**src/rtl/pws_pkg.sv**
```systemverilog
// ----------------------------------------------------------------------------
// pws_pkg
// Shared types, constants and helpers for the packet window statistics core.
// ----------------------------------------------------------------------------
package pws_pkg;

    localparam int MAX_WINDOW_DEF = 64;
    localparam int QUEUE_DEPTH    = 2;

    localparam int WSIZE_W = 7;
    localparam logic [WSIZE_W-1:0] WSIZE_RESET = 7'd8;

    localparam int TS_SEC_W  = 32;
    localparam int TS_USEC_W = 20;
    localparam int WNUM_W    = 32;

    // shared divider width: covers duration and all scaled dividends
    localparam int DIV_W = 52;

    localparam logic [19:0] USEC_PER_SEC   = 20'd1000000;
    localparam logic [27:0] RATE_SCALE     = 28'd256000000;   // 256 * 1e6
    localparam logic [15:0] ETHERTYPE_IPV4 = 16'h0800;
    localparam logic [7:0]  PROTO_TCP      = 8'd6;
    localparam logic [7:0]  ETH_HDR_BYTES  = 8'd14;
    localparam logic [3:0]  MIN_HDR_WORDS  = 4'd5;
    localparam int          ACK_BIT        = 4;

    typedef enum logic
    {
        REQ_PACKET = 1'b0,
        REQ_FLUSH  = 1'b1
    } req_t;

    typedef enum logic [2:0]
    {
        B_IDLE,
        B_MUL,
        B_DUR,
        B_AVG,
        B_GAP,
        B_RATE
    } back_state_t;

    // input item, captured_len in the lowest bits, pad in the highest
    typedef struct packed
    {
        logic [3:0]  pad;
        logic [7:0]  tcp_flag_bits;
        logic [3:0]  tcp_offset_words;
        logic [7:0]  ip_protocol;
        logic [3:0]  ip_header_words;
        logic [15:0] eth_type;
        logic [19:0] ts_micros;
        logic [31:0] ts_seconds;
        logic [15:0] wire_len;
        logic [15:0] captured_len;
    } pws_item_t;

    // result item, window_number in the lowest bits, pad in the highest
    typedef struct packed
    {
        logic [1:0]  pad;
        logic [33:0] rate_q8;
        logic [6:0]  ack_total;
        logic [51:0] mean_gap_us;
        logic [51:0] duration_us;
        logic [23:0] avg_size_q8;
        logic [21:0] byte_total;
        logic [6:0]  packet_total;
        logic [31:0] window_number;
    } pws_result_t;

    function automatic int cnt_width(input int max_window);
        return $clog2(max_window + 1);
    endfunction

    // window record: number, count, bytes, acks, first and last timestamps
    function automatic int rec_width(input int cnt_w);
        return WNUM_W + cnt_w + (16 + cnt_w) + cnt_w + 2 * (TS_SEC_W + TS_USEC_W);
    endfunction

endpackage

```
**src/rtl/pws_queue.sv**
```systemverilog
// ----------------------------------------------------------------------------
// pws_queue
// Short register FIFO carrying closed-window records from front to back end.
// ----------------------------------------------------------------------------
module pws_queue
    import pws_pkg::*;
#(
    parameter int WIDTH = 8,
    parameter int DEPTH = QUEUE_DEPTH    // at least 2
)
(
    input  logic             clk,
    input  logic             rst_n,
    input  logic             push,
    input  logic [WIDTH-1:0] push_data,
    output logic             full,
    input  logic             pop,
    output logic             valid,
    output logic [WIDTH-1:0] head
);

    localparam int PTR_W = $clog2(DEPTH);
    localparam int CNT_W = $clog2(DEPTH + 1);

    logic [WIDTH-1:0] mem_reg [DEPTH];
    logic [PTR_W-1:0] wr_ptr_reg, wr_ptr_next;
    logic [PTR_W-1:0] rd_ptr_reg, rd_ptr_next;
    logic [CNT_W-1:0] count_reg,  count_next;

    always_comb
    begin
        wr_ptr_next = wr_ptr_reg;
        rd_ptr_next = rd_ptr_reg;
        count_next  = count_reg;
        if (push)
        begin
            wr_ptr_next = (wr_ptr_reg == PTR_W'(DEPTH - 1)) ? '0 : wr_ptr_reg + 1'b1;
        end
        if (pop)
        begin
            rd_ptr_next = (rd_ptr_reg == PTR_W'(DEPTH - 1)) ? '0 : rd_ptr_reg + 1'b1;
        end
        if (push && !pop)
        begin
            count_next = count_reg + 1'b1;
        end
        else if (pop && !push)
        begin
            count_next = count_reg - 1'b1;
        end
    end

    always_ff @(posedge clk or negedge rst_n)
    begin
        if (!rst_n)
        begin
            wr_ptr_reg <= '0;
            rd_ptr_reg <= '0;
            count_reg  <= '0;
        end
        else
        begin
            wr_ptr_reg <= wr_ptr_next;
            rd_ptr_reg <= rd_ptr_next;
            count_reg  <= count_next;
        end
    end

    always_ff @(posedge clk)
    begin
        if (push)
        begin
            mem_reg[wr_ptr_reg] <= push_data;
        end
    end

    assign full  = (count_reg == CNT_W'(DEPTH));
    assign valid = (count_reg != '0);
    assign head  = mem_reg[rd_ptr_reg];

    a_no_overflow: assert property (@(posedge clk) disable iff (!rst_n)
        push |-> (count_reg != CNT_W'(DEPTH)) || pop)
        else $error("queue overflow");

    a_no_underflow: assert property (@(posedge clk) disable iff (!rst_n)
        pop |-> count_reg != '0)
        else $error("queue underflow");

endmodule

```
**src/rtl/pws_div.sv**
```systemverilog
// ----------------------------------------------------------------------------
// pws_div
// Restoring unsigned divider, one quotient bit per cycle.
// ----------------------------------------------------------------------------
module pws_div
    import pws_pkg::*;
#(
    parameter int W = DIV_W
)
(
    input  logic         clk,
    input  logic         rst_n,
    input  logic         start,
    input  logic [W-1:0] dividend,
    input  logic [W-1:0] divisor,
    output logic         busy,
    output logic [W-1:0] quotient
);

    localparam int CNT_W = $clog2(W + 1);

    logic             busy_reg, busy_next;
    logic [CNT_W-1:0] cnt_reg,  cnt_next;
    logic [W:0]       rem_reg,  rem_next;
    logic [W-1:0]     quo_reg,  quo_next;
    logic [W-1:0]     den_reg,  den_next;
    logic [W:0]       shifted;
    logic [W:0]       trial;

    always_comb
    begin
        shifted   = {rem_reg[W-1:0], quo_reg[W-1]};
        trial     = shifted - {1'b0, den_reg};
        busy_next = busy_reg;
        cnt_next  = cnt_reg;
        rem_next  = rem_reg;
        quo_next  = quo_reg;
        den_next  = den_reg;
        if (start)
        begin
            busy_next = 1'b1;
            cnt_next  = CNT_W'(W);
            rem_next  = '0;
            quo_next  = dividend;
            den_next  = divisor;
        end
        else if (busy_reg)
        begin
            if (!trial[W])
            begin
                rem_next = trial;
                quo_next = {quo_reg[W-2:0], 1'b1};
            end
            else
            begin
                rem_next = shifted;
                quo_next = {quo_reg[W-2:0], 1'b0};
            end
            cnt_next = cnt_reg - 1'b1;
            if (cnt_reg == CNT_W'(1))
            begin
                busy_next = 1'b0;
            end
        end
    end

    always_ff @(posedge clk or negedge rst_n)
    begin
        if (!rst_n)
        begin
            busy_reg <= 1'b0;
            cnt_reg  <= '0;
        end
        else
        begin
            busy_reg <= busy_next;
            cnt_reg  <= cnt_next;
        end
    end

    always_ff @(posedge clk)
    begin
        rem_reg <= rem_next;
        quo_reg <= quo_next;
        den_reg <= den_next;
    end

    assign busy     = busy_reg;
    assign quotient = quo_reg;

    a_start_idle: assert property (@(posedge clk) disable iff (!rst_n)
        start |-> !busy_reg)
        else $error("divider started while busy");

endmodule

```
**src/rtl/pws_front.sv**
```systemverilog
// ----------------------------------------------------------------------------
// pws_front
// Takes packet and flush transfers, classifies TCP ACKs and accumulates the
// open window; pushes one record per closed window.
// ----------------------------------------------------------------------------
module pws_front
    import pws_pkg::*;
#(
    parameter int MAX_WINDOW = MAX_WINDOW_DEF,
    parameter int REC_W      = rec_width(cnt_width(MAX_WINDOW))
)
(
    input  logic               clk,
    input  logic               rst_n,
    input  logic               cfg_we,
    input  logic [WSIZE_W-1:0] cfg_wdata,
    input  logic               in_valid,
    input  logic               in_ready,
    input  req_t               req_type,
    input  pws_item_t          item,
    output logic               push,
    output logic [REC_W-1:0]   push_data
);

    localparam int CNT_W  = cnt_width(MAX_WINDOW);
    localparam int BYTE_W = 16 + CNT_W;

    typedef struct packed
    {
        logic [WNUM_W-1:0]    wnum;
        logic [CNT_W-1:0]     n;
        logic [BYTE_W-1:0]    bytes;
        logic [CNT_W-1:0]     acks;
        logic [TS_SEC_W-1:0]  first_sec;
        logic [TS_USEC_W-1:0] first_usec;
        logic [TS_SEC_W-1:0]  last_sec;
        logic [TS_USEC_W-1:0] last_usec;
    } rec_t;

    logic [WSIZE_W-1:0]   wsize_reg;
    logic [CNT_W-1:0]     count_reg,      count_next;
    logic [BYTE_W-1:0]    bytes_reg,      bytes_next;
    logic [CNT_W-1:0]     acks_reg,       acks_next;
    logic [TS_SEC_W-1:0]  first_sec_reg,  first_sec_next;
    logic [TS_USEC_W-1:0] first_usec_reg, first_usec_next;
    logic [TS_SEC_W-1:0]  last_sec_reg,   last_sec_next;
    logic [TS_USEC_W-1:0] last_usec_reg,  last_usec_next;
    logic [WNUM_W-1:0]    wnum_reg,       wnum_next;

    logic                 accept;
    logic [CNT_W-1:0]     eff_size;
    logic [7:0]           hdr_bytes;
    logic                 is_ack;
    logic [CNT_W-1:0]     cnt_inc;
    logic [BYTE_W-1:0]    bytes_inc;
    logic [CNT_W-1:0]     acks_inc;
    rec_t                 rec;

    assign accept = in_valid && in_ready;

    always_comb
    begin
        if (wsize_reg == '0)
        begin
            eff_size = CNT_W'(1);
        end
        else if (32'(wsize_reg) > MAX_WINDOW)
        begin
            eff_size = CNT_W'(MAX_WINDOW);
        end
        else
        begin
            eff_size = CNT_W'(wsize_reg);
        end
    end

    // headers must fit in what was captured
    assign hdr_bytes = ETH_HDR_BYTES + {2'b00, item.ip_header_words, 2'b00}
                     + {2'b00, item.tcp_offset_words, 2'b00};
    assign is_ack = (item.eth_type == ETHERTYPE_IPV4)
                 && (item.ip_header_words >= MIN_HDR_WORDS)
                 && (item.ip_protocol == PROTO_TCP)
                 && (item.tcp_offset_words >= MIN_HDR_WORDS)
                 && (item.captured_len >= 16'(hdr_bytes))
                 && item.tcp_flag_bits[ACK_BIT];

    assign cnt_inc   = count_reg + 1'b1;
    assign bytes_inc = bytes_reg + BYTE_W'(item.wire_len);
    assign acks_inc  = acks_reg + CNT_W'(is_ack);

    always_comb
    begin
        count_next      = count_reg;
        bytes_next      = bytes_reg;
        acks_next       = acks_reg;
        first_sec_next  = first_sec_reg;
        first_usec_next = first_usec_reg;
        last_sec_next   = last_sec_reg;
        last_usec_next  = last_usec_reg;
        wnum_next       = wnum_reg;
        push            = 1'b0;

        rec.wnum       = wnum_reg + 1'b1;
        rec.n          = count_reg;
        rec.bytes      = bytes_reg;
        rec.acks       = acks_reg;
        rec.first_sec  = first_sec_reg;
        rec.first_usec = first_usec_reg;
        rec.last_sec   = last_sec_reg;
        rec.last_usec  = last_usec_reg;

        if (accept)
        begin
            if (req_type == REQ_FLUSH)
            begin
                if (count_reg != '0)
                begin
                    push       = 1'b1;
                    count_next = '0;
                    bytes_next = '0;
                    acks_next  = '0;
                    wnum_next  = wnum_reg + 1'b1;
                end
            end
            else
            begin
                if (count_reg == '0)
                begin
                    rec.first_sec  = item.ts_seconds;
                    rec.first_usec = item.ts_micros;
                end
                rec.n         = cnt_inc;
                rec.bytes     = bytes_inc;
                rec.acks      = acks_inc;
                rec.last_sec  = item.ts_seconds;
                rec.last_usec = item.ts_micros;

                first_sec_next  = rec.first_sec;
                first_usec_next = rec.first_usec;
                last_sec_next   = item.ts_seconds;
                last_usec_next  = item.ts_micros;
                // a lowered window size closes on the next packet
                if (cnt_inc >= eff_size)
                begin
                    push       = 1'b1;
                    count_next = '0;
                    bytes_next = '0;
                    acks_next  = '0;
                    wnum_next  = wnum_reg + 1'b1;
                end
                else
                begin
                    count_next = cnt_inc;
                    bytes_next = bytes_inc;
                    acks_next  = acks_inc;
                end
            end
        end
    end

    assign push_data = rec;

    always_ff @(posedge clk or negedge rst_n)
    begin
        if (!rst_n)
        begin
            wsize_reg      <= WSIZE_RESET;
            count_reg      <= '0;
            bytes_reg      <= '0;
            acks_reg       <= '0;
            first_sec_reg  <= '0;
            first_usec_reg <= '0;
            last_sec_reg   <= '0;
            last_usec_reg  <= '0;
            wnum_reg       <= '0;
        end
        else
        begin
            if (cfg_we)
            begin
                wsize_reg <= cfg_wdata;
            end
            count_reg      <= count_next;
            bytes_reg      <= bytes_next;
            acks_reg       <= acks_next;
            first_sec_reg  <= first_sec_next;
            first_usec_reg <= first_usec_next;
            last_sec_reg   <= last_sec_next;
            last_usec_reg  <= last_usec_next;
            wnum_reg       <= wnum_next;
        end
    end

    a_count_below_max: assert property (@(posedge clk) disable iff (!rst_n)
        32'(count_reg) < MAX_WINDOW)
        else $error("open window reached max size without closing");

    a_flush_clears: assert property (@(posedge clk) disable iff (!rst_n)
        (accept && (req_type == REQ_FLUSH)) |=> (count_reg == '0) && (acks_reg == '0))
        else $error("flush left window open");

endmodule

```
**src/rtl/pws_back.sv**
```systemverilog
// ----------------------------------------------------------------------------
// pws_back
// Turns closed-window records into result items: duration, then average,
// mean gap and rate through one shared divider, into an output register.
// ----------------------------------------------------------------------------
module pws_back
    import pws_pkg::*;
#(
    parameter int MAX_WINDOW = MAX_WINDOW_DEF,
    parameter int REC_W      = rec_width(cnt_width(MAX_WINDOW))
)
(
    input  logic             clk,
    input  logic             rst_n,
    input  logic             rec_valid,
    input  logic [REC_W-1:0] rec_data,
    output logic             pop,
    output logic             out_valid,
    input  logic             out_ready,
    output pws_result_t      out_data
);

    localparam int CNT_W  = cnt_width(MAX_WINDOW);
    localparam int BYTE_W = 16 + CNT_W;
    localparam int NR_W   = CNT_W + 28;

    typedef struct packed
    {
        logic [WNUM_W-1:0]    wnum;
        logic [CNT_W-1:0]     n;
        logic [BYTE_W-1:0]    bytes;
        logic [CNT_W-1:0]     acks;
        logic [TS_SEC_W-1:0]  first_sec;
        logic [TS_USEC_W-1:0] first_usec;
        logic [TS_SEC_W-1:0]  last_sec;
        logic [TS_USEC_W-1:0] last_usec;
    } rec_t;

    back_state_t        state_reg, state_next;
    rec_t               rec_reg;
    logic signed [53:0] prod_reg;
    logic [DIV_W-1:0]   nrate_reg;
    logic [DIV_W-1:0]   dur_reg;
    logic [DIV_W-1:0]   avg_reg;
    logic [DIV_W-1:0]   gap_reg;
    logic               out_valid_reg;
    pws_result_t        out_reg;

    logic signed [32:0] dsec;
    logic signed [20:0] usec_scale;
    logic signed [53:0] prod;
    logic signed [20:0] dusec;
    logic signed [53:0] diff;
    logic [DIV_W-1:0]   dur_clamped;
    logic [NR_W-1:0]    nrate;

    logic               div_start;
    logic [DIV_W-1:0]   div_dividend;
    logic [DIV_W-1:0]   div_divisor;
    logic               div_busy;
    logic [DIV_W-1:0]   div_quotient;
    logic               out_free;
    logic               load_out;

    assign dsec       = $signed({1'b0, rec_reg.last_sec}) - $signed({1'b0, rec_reg.first_sec});
    assign usec_scale = $signed({1'b0, USEC_PER_SEC});
    assign prod       = dsec * usec_scale;
    assign nrate      = rec_reg.n * RATE_SCALE;
    assign dusec      = $signed({1'b0, rec_reg.last_usec})
                      - $signed({1'b0, rec_reg.first_usec});
    assign diff       = prod_reg + 54'(dusec);
    assign dur_clamped = (diff[53] || (diff == '0)) ? '0 : diff[DIV_W-1:0];

    assign out_free = !out_valid_reg || out_ready;

    pws_div #(
        .W (DIV_W)
    ) u_div (
        .clk      (clk),
        .rst_n    (rst_n),
        .start    (div_start),
        .dividend (div_dividend),
        .divisor  (div_divisor),
        .busy     (div_busy),
        .quotient (div_quotient)
    );

    // next state
    always_comb
    begin
        state_next = state_reg;
        case (state_reg)
            B_IDLE:
            begin
                if (rec_valid)
                begin
                    state_next = B_MUL;
                end
            end
            B_MUL:  state_next = B_DUR;
            B_DUR:  state_next = B_AVG;
            B_AVG:
            begin
                if (!div_busy)
                begin
                    state_next = B_GAP;
                end
            end
            B_GAP:
            begin
                if (!div_busy)
                begin
                    state_next = B_RATE;
                end
            end
            B_RATE:
            begin
                if (!div_busy && out_free)
                begin
                    state_next = B_IDLE;
                end
            end
            default: state_next = B_IDLE;
        endcase
    end

    // state outputs
    always_comb
    begin
        pop          = 1'b0;
        div_start    = 1'b0;
        div_dividend = '0;
        div_divisor  = '0;
        load_out     = 1'b0;
        case (state_reg)
            B_IDLE:
            begin
                pop = rec_valid;
            end
            B_MUL:
            begin
            end
            B_DUR:
            begin
                div_start    = 1'b1;
                div_dividend = DIV_W'({rec_reg.bytes, 8'h00});
                div_divisor  = DIV_W'(rec_reg.n);
            end
            B_AVG:
            begin
                div_start    = !div_busy;
                div_dividend = dur_reg;
                div_divisor  = DIV_W'(rec_reg.n - 1'b1);
            end
            B_GAP:
            begin
                div_start    = !div_busy;
                div_dividend = nrate_reg;
                div_divisor  = dur_reg;
            end
            B_RATE:
            begin
                load_out = !div_busy && out_free;
            end
            default:
            begin
            end
        endcase
    end

    always_ff @(posedge clk or negedge rst_n)
    begin
        if (!rst_n)
        begin
            state_reg     <= B_IDLE;
            out_valid_reg <= 1'b0;
        end
        else
        begin
            state_reg <= state_next;
            if (load_out)
            begin
                out_valid_reg <= 1'b1;
            end
            else if (out_ready)
            begin
                out_valid_reg <= 1'b0;
            end
        end
    end

    always_ff @(posedge clk)
    begin
        if (pop)
        begin
            rec_reg <= rec_data;
        end
        if (state_reg == B_MUL)
        begin
            prod_reg  <= prod;
            nrate_reg <= DIV_W'(nrate);
        end
        if (state_reg == B_DUR)
        begin
            dur_reg <= dur_clamped;
        end
        if ((state_reg == B_AVG) && !div_busy)
        begin
            avg_reg <= div_quotient;
        end
        if ((state_reg == B_GAP) && !div_busy)
        begin
            // one packet or zero duration has no gap
            gap_reg <= ((rec_reg.n > CNT_W'(1)) && (dur_reg != '0)) ? div_quotient : '0;
        end
        if (load_out)
        begin
            out_reg.pad           <= '0;
            out_reg.window_number <= rec_reg.wnum;
            out_reg.packet_total  <= 7'(rec_reg.n);
            out_reg.byte_total    <= 22'(rec_reg.bytes);
            out_reg.avg_size_q8   <= 24'(avg_reg);
            out_reg.duration_us   <= dur_reg;
            out_reg.mean_gap_us   <= gap_reg;
            out_reg.ack_total     <= 7'(rec_reg.acks);
            out_reg.rate_q8       <= (dur_reg != '0) ? 34'(div_quotient) : '0;
        end
    end

    assign out_valid = out_valid_reg;
    assign out_data  = out_reg;

endmodule

```
**src/rtl/packet_window_stats_core.sv**
```systemverilog
// ----------------------------------------------------------------------------
// packet_window_stats_core
// Groups packet metadata into windows and reports per-window statistics.
// ----------------------------------------------------------------------------
//  channel   dir  tdata / data                    tuser
//  s_axis    in   packet metadata (128 bits)      req_type: 0 packet, 1 flush
//  m_axis    out  window statistics (232 bits)    -
//  cfg       in   window size (7 bits)            -
//
//  The front end takes one transfer per cycle while its record queue has room.
//  Each closed window goes through the back end's multiply and duration steps,
//  then the one-bit-per-cycle divider shared by average, gap and rate. Windows
//  closing faster than they are served fill the two-entry queue and then stall
//  s_axis. The result register frees the back end while m_axis is stalled.
//  Reset is asynchronous; window size resets to 8, all counts to zero.
// ----------------------------------------------------------------------------
module packet_window_stats_core
    import pws_pkg::*;
#(
    parameter int MAX_WINDOW = MAX_WINDOW_DEF
)
(
    input  logic               clk,
    input  logic               rst_n,

    input  logic               cfg_we,
    input  logic [WSIZE_W-1:0] cfg_wdata,

    input  logic               s_axis_tvalid,
    output logic               s_axis_tready,
    // captured_len, wire_len, ts_seconds, ts_micros, eth_type,
    // ip_header_words, ip_protocol, tcp_offset_words, tcp_flag_bits, pad
    input  logic [127:0]       s_axis_tdata,
    // req_type
    input  logic [0:0]         s_axis_tuser,

    output logic               m_axis_tvalid,
    input  logic               m_axis_tready,
    // window_number, packet_total, byte_total, avg_size_q8, duration_us,
    // mean_gap_us, ack_total, rate_q8, pad
    output logic [231:0]       m_axis_tdata
);

    localparam int CNT_W = cnt_width(MAX_WINDOW);
    localparam int REC_W = rec_width(CNT_W);

    logic             q_push;
    logic [REC_W-1:0] q_push_data;
    logic             q_full;
    logic             q_pop;
    logic             q_valid;
    logic [REC_W-1:0] q_head;
    pws_item_t        item;
    req_t             req_type;
    pws_result_t      result;

    assign item          = pws_item_t'(s_axis_tdata);
    assign req_type      = req_t'(s_axis_tuser[0]);
    assign s_axis_tready = !q_full;
    assign m_axis_tdata  = result;

    pws_front #(
        .MAX_WINDOW (MAX_WINDOW),
        .REC_W      (REC_W)
    ) u_front (
        .clk       (clk),
        .rst_n     (rst_n),
        .cfg_we    (cfg_we),
        .cfg_wdata (cfg_wdata),
        .in_valid  (s_axis_tvalid),
        .in_ready  (s_axis_tready),
        .req_type  (req_type),
        .item      (item),
        .push      (q_push),
        .push_data (q_push_data)
    );

    pws_queue #(
        .WIDTH (REC_W),
        .DEPTH (QUEUE_DEPTH)
    ) u_queue (
        .clk       (clk),
        .rst_n     (rst_n),
        .push      (q_push),
        .push_data (q_push_data),
        .full      (q_full),
        .pop       (q_pop),
        .valid     (q_valid),
        .head      (q_head)
    );

    pws_back #(
        .MAX_WINDOW (MAX_WINDOW),
        .REC_W      (REC_W)
    ) u_back (
        .clk       (clk),
        .rst_n     (rst_n),
        .rec_valid (q_valid),
        .rec_data  (q_head),
        .pop       (q_pop),
        .out_valid (m_axis_tvalid),
        .out_ready (m_axis_tready),
        .out_data  (result)
    );

endmodule
```
**config.mk**
```make
export PLATFORM = sky130hd
export DESIGN_NAME = packet_window_stats_core
export DESIGN_NICKNAME = d
export VERILOG_FILES = /design/src/rtl/pws_pkg.sv /design/src/rtl/pws_queue.sv /design/src/rtl/pws_div.sv /design/src/rtl/pws_front.sv /design/src/rtl/pws_back.sv /design/src/rtl/packet_window_stats_core.sv
export SDC_FILE = /design/constraint.sdc
export NUM_CORES = 2
export LEC_CHECK = 0
export BUFFER_PORTS_ARGS = -buffer_cell sky130_fd_sc_hd__buf_4
export CORE_MARGIN = 2
export CORE_UTILIZATION = 29
export CTS_CLUSTER_SIZE = 25
export DETAILED_ROUTE_END_ITERATION = 12
export PLACE_DENSITY = 0.54
export SETUP_SLACK_MARGIN = 0.3
export SLEW_MARGIN = 20
export SYNTH_ARGS = -nofsm -noshare
export SYNTH_HDL_FRONTEND = slang
export SYNTH_SLANG_ARGS = --single-unit
```
**constraint.sdc**
```tcl
create_clock -name clk -period 14.5 [get_ports clk]
set_input_delay 2.9 -clock clk [delete_from_list [all_inputs] [get_ports clk]]
set_output_delay 2.9 -clock clk [all_outputs]
set_load 0.005 [all_outputs]
```
==> impl_metrics.tcl <==
set metrics [dict create \
    first_global_vias 42100 \
    hold_class "register to register" \
    drive_gt1_share_pct 16.5 \
    synth.most_common_cell "edfxtp_1" \
    cts_root_buf "clkbuf_16" \
    cts_sinks 1297 \
    core_area_mm2 0.230 \
    largest_register_ffs 346 \
    relSlewSlack_pct 28.6 \
    cp.arrival_ns 9.31 \
    ys_types 84 \
    cts_tree "yes" \
    worstReg2RegEnd "u_back.prod_reg[53]" \
    reg2reg_from "u_back.rec_reg[72]" \
    hold_viol_final 0 \
    io-pin-count 375 \
    crit_path_max_fanout 8 \
    final.fill_count 22600 \
    design.die.area_mm2 0.236 \
    track_usage_pct 14.0 \
    die_h_um 485 \
    std_cell_rows 176 \
    yosys_warnings 0 \
    synth_edf_count 1050 \
    overflow 0 \
    synthesis.area_mm2 0.0672 \
    crit_path_frequent_cell "ha_1" \
    dr.first_iter.drc_count 2513 \
    htreeDepth 4 \
    wire_per_inst_um 18.8 \
    clock_latency_ns 0.83 \
    place.gp.congestion 0.865 \
    maxCapViolations 0 \
    met1Wirelength_um 75100 \
    hold_path_depth 0 \
    numCtsBuffers 144 \
    yosys.area.top_type "edfxtp_1" \
    routed_wl_um 167000 \
    antenna_found_initial 19 \
    finalSetupViolations 0 \
    worstMarginPinSlew_ns 1.07 \
    power_density_mw_per_mm2 217 \
    crit_path_max_incr_delay_ns 0.72 \
    finalCritPeriodShare_pct 60.6 \
    finalClockSkew_ns 0.0624 \
    area_growth_pct 16.8 \
    status "complete, no violations" \
    crit_type "register to register" \
    synth.avg_cell_area_um2 12.5 \
    slew_viol_final 0 \
    p_leak_nw 32.1 \
    cp-end-kind "register" \
    clk_pin_slew_ns 0.06 \
    post-dp-hpwl_um 121000 \
    start_kind "register" \
    rsz0062_at_grt "false" \
    synthTopCellsByArea "edfxtp_1 (47%), ha_1 (8.4%), dfrtp_1 (7.2%), fa_1 (4.9%), mux2_2 (4.8%)" \
    highest_layer "met5" \
    ys_seq_elements 1297 \
    ff2ff_setup_slack_ns 5.71 \
    ant_nets 0 \
    nNetsFinal 6523 \
    cts_setup_buffers 0 \
    firstDrtPassIters 8 \
    dr_wl_met3_um 8070 \
    fmax_ghz 0.114 \
    via_per_inst 4.63 \
    cts_hold_buffers 0 \
    cts_buffer_depth 3 \
    finalSetupTns_ns 0 \
    initial_core_util_pct 29.2 \
    ctsResizeCount 0 \
    die_w_um 485 \
    ys_seq_area_share_pct 55.7 \
    drc 0 \
    synth_top_area_share_pct 46.9 \
    netlist_top_cells_count "edfxtp_1 (1050), nand2_1 (510), ha_1 (454)" \
    fin_crit_ns 8.79 \
    min_from "u_back.avg_reg[19]" \
    crit_path_top_delay_cell "xnor2_1" \
    async_flop_share_pct 15.0 \
    hold_end "u_back.out_data[80]" \
    synthCells 5385 \
    wl_met2_um 79200 \
    numPortBuffers 360 \
    post-place-cells 8644 \
    worstRegToRegCells 28 \
    grt_pass1_wl_um 256000 \
    final_cells 8915 \
    cp_data_required_time_ns 15.02 \
    grt_max_degree 76 \
    vias 41300 \
    ir_drop_v 0.000173 \
    synth_ff_type "edfxtp_1" \
]
[where the power goes]
part           switching (W)  leakage (nW)  total [W]  internal, W
sequential          0.000464          12.6    0.00573      0.00526
clock                0.00158          2.39    0.00380      0.00222
combinational        0.00422          17.1    0.00748      0.00325
[worst max-delay path, delay by kind of cell, from the launching register on]
kind	cells	cell delay [ns]
AO/OA/AOI/OAI	12	2.90
XOR/XNOR	3	1.05
adder cells (fa/ha/maj)	9	3.43
buffers and inverters	1	0.08
flip-flops	1	0.37
AND/OR/NAND/NOR	3	0.69
[worst max path at each step]
stage / startpoint / endpoint / slack (ns) / cells after the start
finish: u_back.rec_reg[72] / u_back.prod_reg[53] / 5.71 / 28
global route: u_back.rec_reg[72] / u_back.prod_reg[47] / 5.10 / 29
CTS: u_back.rec_reg[72] / u_back.prod_reg[47] / 5.67 / 29
detailed placement: u_back.rec_reg[72] / u_back.prod_reg[47] / 5.73 / 29
global placement: u_back.rec_reg[20] / u_back.prod_reg[53] / 5.79 / 29
floorplan: s_axis_tuser / u_queue.mem_reg[0][0] / 2.86 / 5
[cells by family after synthesis]
| family | after synthesis | synth area share (%) |
|---|---|---|
| AOI/OAI and AO/OA | 970 | 9.32 |
| DFF | 1297 | 55.7 |
| other | 1 | 0.00558 |
| and+or+nand+nor | 1223 | 8.32 |
| buffers and inverters | 611 | 3.47 |
| adders and majority gates | 618 | 13.3 |
| muxes | 326 | 5.39 |
| xor gates and xnor gates | 339 | 4.44 |
[cell type report]
class	count	area, um2	area share [%]
Inverter	435	1640	2.09
Clock buffer	190	3920	4.99
Sequential cell	1297	37500	47.7
Timing Repair Buffer	408	3070	3.91
Multi-Input combinational cell	3478	27600	35.1
Tap cell	3026	3790	4.82
Antenna cell	4	10.0	0.0127
Clock inverter	77	1070	1.36
[placed cells by master (no fill, tap or decap), drive strengths merged, types with 66 or more instances in the layout]
cell	count
a21o	159
nor2	270
inv	440
o21ai	198
dfrtp	194
nand3	67
a21oi	277
fa	164
nor2b	68
xnor2	201
and2	66
mux2	286
clkbuf	190
xor2	138
ha	454
nand2	510
buf	408
edfxtp	1050
[metal layers]
metal,vias up,GRT usage (%)
met5,-,0
met4,24,4.55
met3,228,2.96
met2,784,23.1
met1,20200,18.3
li1,20100,-
[through the flow]
step	hold slack, ns	total power, W	instance area, um2	util (%)	setup slack, ns
after floorplan	0.400	0.0115	67200	-	2.86
after global placement	0.404	0.0132	73500	31.9	5.79
after detailed placement	0.405	0.0133	73500	31.9	5.73
after CTS	0.407	0.0172	78500	34.1	5.67
after global routing	0.412	0.0184	78500	34.1	5.10
final	0.417	0.0170	78500	34.1	5.71
Power figures use the tool's default switching activity.
